===== src/ubx_pkg.sv =====
// shared types and constants for the binary frame parser
// no dependencies; imported by every module of the block
package ubx_pkg;

	// payload buffer size; bytes at or above this index are not kept
	localparam int unsigned BUFFER_BYTES = 512;

	localparam logic [7:0] SYNC_FIRST  = 8'hB5;
	localparam logic [7:0] SYNC_SECOND = 8'h62;

	// word queue between the front and the back
	localparam int unsigned FIFO_DEPTH = 4;
	localparam int unsigned FIFO_AW    = $clog2(FIFO_DEPTH);
	localparam int unsigned FIFO_CW    = $clog2(FIFO_DEPTH + 1);

	// one received word after classification
	typedef struct packed {
		logic [7:0] data;
		logic       sync1;
		logic       sync2;
	} ubx_word_t;

	// queue head as seen by the back
	typedef struct packed {
		logic      valid;
		ubx_word_t word;
	} ubx_head_t;

endpackage


===== src/ubx_front.sv =====
// input side: accepts received words, tags sync bytes, queues them
// depends on ubx_pkg
module ubx_front (
	input  logic             clk,
	input  logic             arst_n,
	input  logic             in_valid,
	output logic             in_stall,
	input  logic [7:0]       rx_byte,
	output ubx_pkg::ubx_head_t head,
	input  logic             pop
);
	import ubx_pkg::*;

	ubx_word_t            mem_q [FIFO_DEPTH];
	logic [FIFO_AW-1:0]   wr_ptr_q;
	logic [FIFO_AW-1:0]   rd_ptr_q;
	logic [FIFO_CW-1:0]   count_q;
	logic                 push;
	ubx_word_t            new_word;

	assign in_stall = (count_q == FIFO_CW'(FIFO_DEPTH));
	assign push     = in_valid && !in_stall;

	always_comb begin
		new_word.data  = rx_byte;
		new_word.sync1 = (rx_byte == SYNC_FIRST);
		new_word.sync2 = (rx_byte == SYNC_SECOND);
	end

	always_ff @(posedge clk) begin
		if (push) begin
			mem_q[wr_ptr_q] <= new_word;
		end
	end

	always_ff @(posedge clk or negedge arst_n) begin
		if (!arst_n) begin
			wr_ptr_q <= '0;
			rd_ptr_q <= '0;
			count_q  <= '0;
		end else begin
			if (push) begin
				wr_ptr_q <= wr_ptr_q + FIFO_AW'(1);
			end
			if (pop) begin
				rd_ptr_q <= rd_ptr_q + FIFO_AW'(1);
			end
			unique case ({push, pop})
				2'b10:   count_q <= count_q + FIFO_CW'(1);
				2'b01:   count_q <= count_q - FIFO_CW'(1);
				default: count_q <= count_q;
			endcase
		end
	end

	assign head.valid = (count_q != '0);
	assign head.word  = mem_q[rd_ptr_q];

endmodule


===== src/ubx_back.sv =====
// parse side: frame state machine, fletcher sums and the result register
// depends on ubx_pkg
module ubx_back (
	input  logic               clk,
	input  logic               arst_n,
	input  ubx_pkg::ubx_head_t head,
	output logic               pop,
	output logic               out_valid,
	input  logic               out_stall,
	output logic               payload_strobe,
	output logic [7:0]         payload_byte,
	output logic [15:0]        payload_index,
	output logic               within_buffer,
	output logic               frame_done,
	output logic               frame_good,
	output logic [7:0]         msg_class,
	output logic [7:0]         msg_id,
	output logic [15:0]        payload_length,
	output logic [9:0]         stored_count
);
	import ubx_pkg::*;

	localparam logic [3:0] PH_SYNC1  = 4'd0;
	localparam logic [3:0] PH_SYNC2  = 4'd1;
	localparam logic [3:0] PH_CLASS  = 4'd2;
	localparam logic [3:0] PH_ID     = 4'd3;
	localparam logic [3:0] PH_LEN_LO = 4'd4;
	localparam logic [3:0] PH_LEN_HI = 4'd5;
	localparam logic [3:0] PH_DATA   = 4'd6;
	localparam logic [3:0] PH_CK_A   = 4'd7;
	localparam logic [3:0] PH_CK_B   = 4'd8;

	localparam logic [16:0] BUF_LIMIT = 17'(BUFFER_BYTES);

	logic [3:0]  phase_q, phase_d;
	logic [7:0]  class_q, class_d;
	logic [7:0]  id_q, id_d;
	logic [15:0] length_q, length_d;
	logic [15:0] remaining_q, remaining_d;
	logic [15:0] index_q, index_d;
	logic [7:0]  sum_a_q, sum_a_d;
	logic [7:0]  sum_b_q, sum_b_d;
	logic        out_valid_q;

	logic [7:0]  b;
	logic        strobe_d, within_d, done_d, good_d;
	logic [16:0] stored_w;
	logic [7:0]  acc_a;

	assign pop = head.valid && (!out_valid_q || !out_stall);
	assign b   = head.word.data;
	assign acc_a = sum_a_q + b;

	always_comb begin
		phase_d     = phase_q;
		class_d     = class_q;
		id_d        = id_q;
		length_d    = length_q;
		remaining_d = remaining_q;
		index_d     = index_q;
		sum_a_d     = sum_a_q;
		sum_b_d     = sum_b_q;
		strobe_d    = 1'b0;
		within_d    = 1'b0;
		done_d      = 1'b0;
		good_d      = 1'b0;
		unique case (phase_q)
			PH_SYNC2: begin
				if (head.word.sync2) begin
					phase_d = PH_CLASS;
				end else if (!head.word.sync1) begin
					phase_d = PH_SYNC1;
				end
			end
			PH_CLASS: begin
				class_d = b;
				sum_a_d = b;
				sum_b_d = b;
				phase_d = PH_ID;
			end
			PH_ID: begin
				id_d    = b;
				sum_a_d = acc_a;
				sum_b_d = sum_b_q + acc_a;
				phase_d = PH_LEN_LO;
			end
			PH_LEN_LO: begin
				length_d = {8'h00, b};
				sum_a_d  = acc_a;
				sum_b_d  = sum_b_q + acc_a;
				phase_d  = PH_LEN_HI;
			end
			PH_LEN_HI: begin
				length_d    = {b, length_q[7:0]};
				remaining_d = {b, length_q[7:0]};
				index_d     = '0;
				sum_a_d     = acc_a;
				sum_b_d     = sum_b_q + acc_a;
				// empty payload skips straight to the check bytes
				phase_d     = ({b, length_q[7:0]} == 16'h0000) ? PH_CK_A : PH_DATA;
			end
			PH_DATA: begin
				sum_a_d     = acc_a;
				sum_b_d     = sum_b_q + acc_a;
				strobe_d    = 1'b1;
				within_d    = ({1'b0, index_q} < BUF_LIMIT);
				if (index_q != 16'hFFFF) begin
					index_d = index_q + 16'd1;
				end
				remaining_d = remaining_q - 16'd1;
				if (remaining_q == 16'd1) begin
					phase_d = PH_CK_A;
				end
			end
			PH_CK_A: begin
				// a bad first check byte drops the frame without a flag
				phase_d = (b == sum_a_q) ? PH_CK_B : PH_SYNC1;
			end
			PH_CK_B: begin
				done_d  = 1'b1;
				good_d  = (b == sum_b_q);
				phase_d = PH_SYNC1;
			end
			default: begin
				phase_d = head.word.sync1 ? PH_SYNC2 : PH_SYNC1;
			end
		endcase
	end

	assign stored_w = ({1'b0, index_d} > BUF_LIMIT) ? BUF_LIMIT : {1'b0, index_d};

	always_ff @(posedge clk or negedge arst_n) begin
		if (!arst_n) begin
			phase_q     <= PH_SYNC1;
			class_q     <= '0;
			id_q        <= '0;
			length_q    <= '0;
			remaining_q <= '0;
			index_q     <= '0;
			sum_a_q     <= '0;
			sum_b_q     <= '0;
			out_valid_q <= 1'b0;
		end else begin
			if (pop) begin
				phase_q     <= phase_d;
				class_q     <= class_d;
				id_q        <= id_d;
				length_q    <= length_d;
				remaining_q <= remaining_d;
				index_q     <= index_d;
				sum_a_q     <= sum_a_d;
				sum_b_q     <= sum_b_d;
				out_valid_q <= 1'b1;
			end else if (!out_stall) begin
				out_valid_q <= 1'b0;
			end
		end
	end

	// result register, loaded only when the previous word has gone
	always_ff @(posedge clk) begin
		if (pop) begin
			payload_strobe <= strobe_d;
			payload_byte   <= strobe_d ? b : 8'h00;
			payload_index  <= strobe_d ? index_q : 16'h0000;
			within_buffer  <= within_d;
			frame_done     <= done_d;
			frame_good     <= good_d;
			msg_class      <= class_d;
			msg_id         <= id_d;
			payload_length <= length_d;
			stored_count   <= stored_w[9:0];
		end
	end

	assign out_valid = out_valid_q;

endmodule


===== src/ubx_frame_parser.sv =====
// top level of the binary frame parser: queueing front plus parsing back
// depends on ubx_pkg, ubx_front and ubx_back
//
// usage
// - input channel: one received word per handshake on rx_byte, taken at an edge
//   where in_valid is high and in_stall is low
// - output channel: exactly one result word per input word, in order; a result
//   is taken at an edge where out_valid is high and out_stall is low
// - frames are b5 62, class, id, 16-bit little-endian length, payload and two
//   fletcher-8 check bytes; payload bytes come out strobed with their index,
//   the second check byte raises frame_done with frame_good
// - a word accepted at an edge is written into the queue; the back pops it into the
//   result register, which raises out_valid and holds it until the result is taken
// - throughput: one word per cycle sustained while out_stall stays low; the parse
//   state updates once per word, so the frame state machine sets the rate
// - a four-word queue sits between the front and the back; when the receiver
//   stalls, the result register holds, the queue fills and in_stall rises once
//   it is full; no word is lost or repeated
// - reset (arst_n low) empties the queue, drops any pending result and puts the
//   parser back to hunting for the first sync byte with all fields cleared
module ubx_frame_parser (
	input  logic        clk,
	input  logic        arst_n,
	input  logic        in_valid,
	output logic        in_stall,
	input  logic [7:0]  rx_byte,
	output logic        out_valid,
	input  logic        out_stall,
	output logic        payload_strobe,
	output logic [7:0]  payload_byte,
	output logic [15:0] payload_index,
	output logic        within_buffer,
	output logic        frame_done,
	output logic        frame_good,
	output logic [7:0]  msg_class,
	output logic [7:0]  msg_id,
	output logic [15:0] payload_length,
	output logic [9:0]  stored_count
);
	import ubx_pkg::*;

	// queue head handed to the parser, and its pop back to the queue
	ubx_head_t head;
	logic      pop;

	ubx_front u_front (
		.clk      (clk),
		.arst_n   (arst_n),
		.in_valid (in_valid),
		.in_stall (in_stall),
		.rx_byte  (rx_byte),
		.head     (head),
		.pop      (pop)
	);

	ubx_back u_back (
		.clk            (clk),
		.arst_n         (arst_n),
		.head           (head),
		.pop            (pop),
		.out_valid      (out_valid),
		.out_stall      (out_stall),
		.payload_strobe (payload_strobe),
		.payload_byte   (payload_byte),
		.payload_index  (payload_index),
		.within_buffer  (within_buffer),
		.frame_done     (frame_done),
		.frame_good     (frame_good),
		.msg_class      (msg_class),
		.msg_id         (msg_id),
		.payload_length (payload_length),
		.stored_count   (stored_count)
	);

endmodule


===== config.mk =====
export PLATFORM = sky130hd
export DESIGN_NAME = ubx_frame_parser
export DESIGN_NICKNAME = d
export VERILOG_FILES = /design/src/ubx_pkg.sv /design/src/ubx_front.sv /design/src/ubx_back.sv /design/src/ubx_frame_parser.sv
export SDC_FILE = /design/constraint.sdc
export NUM_CORES = 1
export LEC_CHECK = 0
export ABC_CLOCK_PERIOD_IN_PS = 5220
export BUFFER_PORTS_ARGS = -buffer_cell sky130_fd_sc_hd__buf_4
export CORE_MARGIN = 3
export CORE_UTILIZATION = 35
export CTS_CLUSTER_DIAMETER = 200
export DETAILED_ROUTE_END_ITERATION = 6
export GPL_TIMING_DRIVEN = 0
export PLACE_DENSITY_LB_ADDON = 0.08
export SYNTH_ARGS = -nofsm -noshare
export SYNTH_HDL_FRONTEND = slang
export SYNTH_SLANG_ARGS = --single-unit

===== constraint.sdc =====
create_clock -name clk -period 5.22 [get_ports clk]
set_input_delay 1.044 -clock clk [delete_from_list [all_inputs] [get_ports clk]]
set_output_delay 1.044 -clock clk [all_outputs]
set_load 0.03 [all_outputs]

==> impl_metrics.py <==
metrics = {
    "clock_tree": {
        "post_cts_resized": 0,
        "cts_tree": "done",
        "cts.clk_slew.worst_paths_ns": 0.06,
        "cts_sinks": 202,
        "cts_buffers": 24,
        "htreeDepth": 1,
        "cts_setup_buffers": 0,
        "clkLatencyLatePin_ns": 0.52,
        "cts.path.max_buffers": 3,
        "cts-root-buf": "clkbuf_16",
        "ctsHoldBuffers": 0,
    },
    "synth": {
        "dominantRegCellSynth": "edfxtp_1",
        "synthArstFlopShare": 0.455,
        "synth_edf_count": 110,
        "syn_nets": 917,
        "synth_warnings": 0,
        "yosys-top-cells-area": "edfxtp_1, dfrtp_1, nand2_1",
        "ys_types": 77,
        "ys_seq_area_frac": 0.570,
        "synth_top_area_share": 0.336,
        "syn_area_um2": 9830,
        "ys_seq_elements": 202,
        "synth_cells": 879,
        "synth.most_common_cell": "nand2_1",
        "yosysTopAreaCell": "edfxtp_1",
        "synth_common_cells": "nand2_1, edfxtp_1, dfrtp_1",
        "syn_avg_cell_area_um2": 11.2,
    },
    "sta": {
        "slew_viol_final": 0,
        "max_slew.worst_pin.slew_ns": 1.10,
        "whs_ns": 0.303,
        "timing.final.crit_share": 0.863,
        "finalHoldViolations": 0,
        "clock_skew_ns": 0.00806,
        "min_period_ns": 4.51,
        "max-slew-margin-rel": 0.266,
        "setup_violations": 0,
        "setup-tns-final_ns": 0,
        "max_freq_ghz": 0.222,
        "rsz0062_at_grt": "no",
    },
    "run_status": {
        "status": "finished, final reports clean",
    },
    "cells_and_area": {
        "regArea_um2": 5610,
        "n_antenna_cell": 0,
        "fillCellCount": 2604,
        "drive_gt1_frac": 0.188,
        "final_area_um2": 11800,
        "nets": 1028,
        "syn_to_final_growth_pct": 19.5,
        "multi_input_area_um2": 3920,
    },
    "detailed_routing": {
        "wl_per_cell_um": 18.2,
        "vias": 6964,
        "drcViolationCount": 0,
        "firstDrtPassIters": 5,
        "drtIter0Drc": 484,
        "wl_um": 25100,
        "routed_via_density": 5.05,
        "ant_nets": 0,
    },
    "die": {
        "die_h_um": 174,
        "dieArea_um2": 30100,
        "io_pins": 84,
        "rows": 60,
        "core_area_um2": 27300,
        "start_util": 0.361,
        "dieWidth_um": 174,
    },
    "critical_path": {
        "cp_data_arrival_time_ns": 4.91,
        "critical_path_class": "reg -> reg",
        "cp.required_ns": 5.62,
        "critPathSlowestCell": "fa_1",
        "crit_fanout": 11,
        "crit_chain": "buf_2, mux4_2, clkbuf_1, fa_1, a21o_1, a21oi_1, xnor2_1, ha_1, nand3_1, o211ai_1, nor4_1, nor3_1, xor2_1, o311a_1",
        "worst_path_largest_cell_delay_ns": 0.58,
        "end_kind": "flop",
        "startpoint_type": "flop",
    },
    "placed_design": {
        "gp_congestion": 0.848,
        "dpl-instance-area_um2": 11000,
        "post-dp-hpwl_um": 16900,
        "portBuffers": 83,
    },
    "grt": {
        "antenna_found_initial": 0,
        "grt_start_max_net_pins": 93,
        "grt-ovfl-total": 0,
        "grt_pass1_vias": 6994,
        "grtUsageTotal": 0.167,
        "grt_pass1_wl_um": 40500,
    },
    "power": {
        "ir_worst_vdd_uv": 267,
        "p_leak_nw": 4.80,
        "total_power_w": 0.00851,
        "pwr_density_cell_nw_per_um2": 724,
    },
    "job": {
        "maxCapViolations": 0,
    },
    "worst_hold_path": {
        "hp-class": "in -> async",
    },
}
[final cells by class]
cell class / count / share of cell area
Clock inverter: 9 / 0.00607
Clock buffer: 35 / 0.0590
Multi-Input combinational cell: 605 / 0.334
Tap cell: 372 / 0.0396
Timing Repair Buffer: 86 / 0.0591
Inverter: 19 / 0.00713
Sequential cell: 202 / 0.477
Buffer: 52 / 0.0188
[per-stage QoR]
step,utilization,setup slack [ns],instances
CTS,0.430,0.366,1380
floorplan,-,0.169,879
global placement,0.401,-1.75,1334
finish,0.431,0.715,1380
detailed placement,0.402,0.378,1336
global route,0.431,0.245,1380
[cell usage in the layout, fill, tap and decap left out, types with 25 or more instances in the layout]
cell,instances
nand2_1,149
and2_1,29
buf_4,82
nor3_1,26
nor2_1,47
o21ai_0,50
edfxtp_1,110
mux2_2,27
a21oi_1,49
clkbuf_1,42
clkbuf_16,25
dfrtp_1,92
[layer usage]
| layer | part of all wire | track usage |
|---|---|---|
| met1 | 0.47 | 0.237 |
| met2 | 0.46 | 0.269 |
| met3 | 0.044 | 0.0245 |
| met4 | 0.028 | 0.0489 |
| met5 | 0 | 0 |
[final timing paths]
check | startpoint | to | slack (ns) | cells after the start
worst max-delay path | u_front.rd_ptr_q[0] | u_back.sum_b_q[7] | 0.71 | 14
worst min-delay path | arst_n | u_back.length_q[12] | 0.30 | 1
min in group clk | u_back.id_q[5] | u_back.id_q[5] | 0.47 | 2
worst min register to register | u_back.id_q[5] | u_back.id_q[5] | 0.47 | 2
max in group asynchronous | arst_n | u_back.index_q[15] | 4.24 | 2
worst max register to register | u_front.rd_ptr_q[0] | u_back.sum_b_q[7] | 0.71 | 14
[worst max-delay path, delay by kind of cell (launching register included)]
kind	cells	cell delay, ns
flip-flops	1	0.40
AND/OR/NAND/NOR	3	0.43
AO/OA/AOI/OAI	4	1.05
buffers and inverters	2	0.75
XOR/XNOR	2	0.26
multiplexers	1	0.54
adder cells (fa/ha/maj)	2	0.96
[power breakdown]
group | internal, W | switching, W | leakage (nW)
Sequential | 0.00237 | 0.000327 | 2.26
Clock | 0.000967 | 0.000651 | 0.377
Combinational | 0.00158 | 0.00262 | 2.16
[flip-flops by register name, summed over array words and instances (netlist names), 3 cells and up]
| register | count |
|---|---|
| u_back.class_q | 8 |
| u_back.msg_class | 8 |
| u_back.phase_q | 4 |
| u_back.stored_count | 10 |
| u_back.payload_index | 16 |
| u_front.mem_q | 40 |
| u_back.id_q | 8 |
| u_back.sum_b_q | 8 |
| u_back.payload_byte | 8 |
| u_back.msg_id | 8 |
| u_back.index_q | 16 |
| u_back.remaining_q | 16 |
| u_back.sum_a_q | 8 |
| u_back.length_q | 16 |
| u_back.payload_length | 16 |
| u_front.count_q | 3 |
[cells by family after synthesis]
kind of cell               after synthesis  share of synthesized area
AOI/OAI and AO/OA                      166                      0.106
xor gates and xnor gates                29                     0.0258
adders and majority gates               26                     0.0354
muxes                                   41                     0.0579
buffers and inverters                   72                     0.0313
DFF                                    202                      0.570
and+or+nand+nor                        343                      0.174
Note: power is estimated with default switching activity, not from simulation.
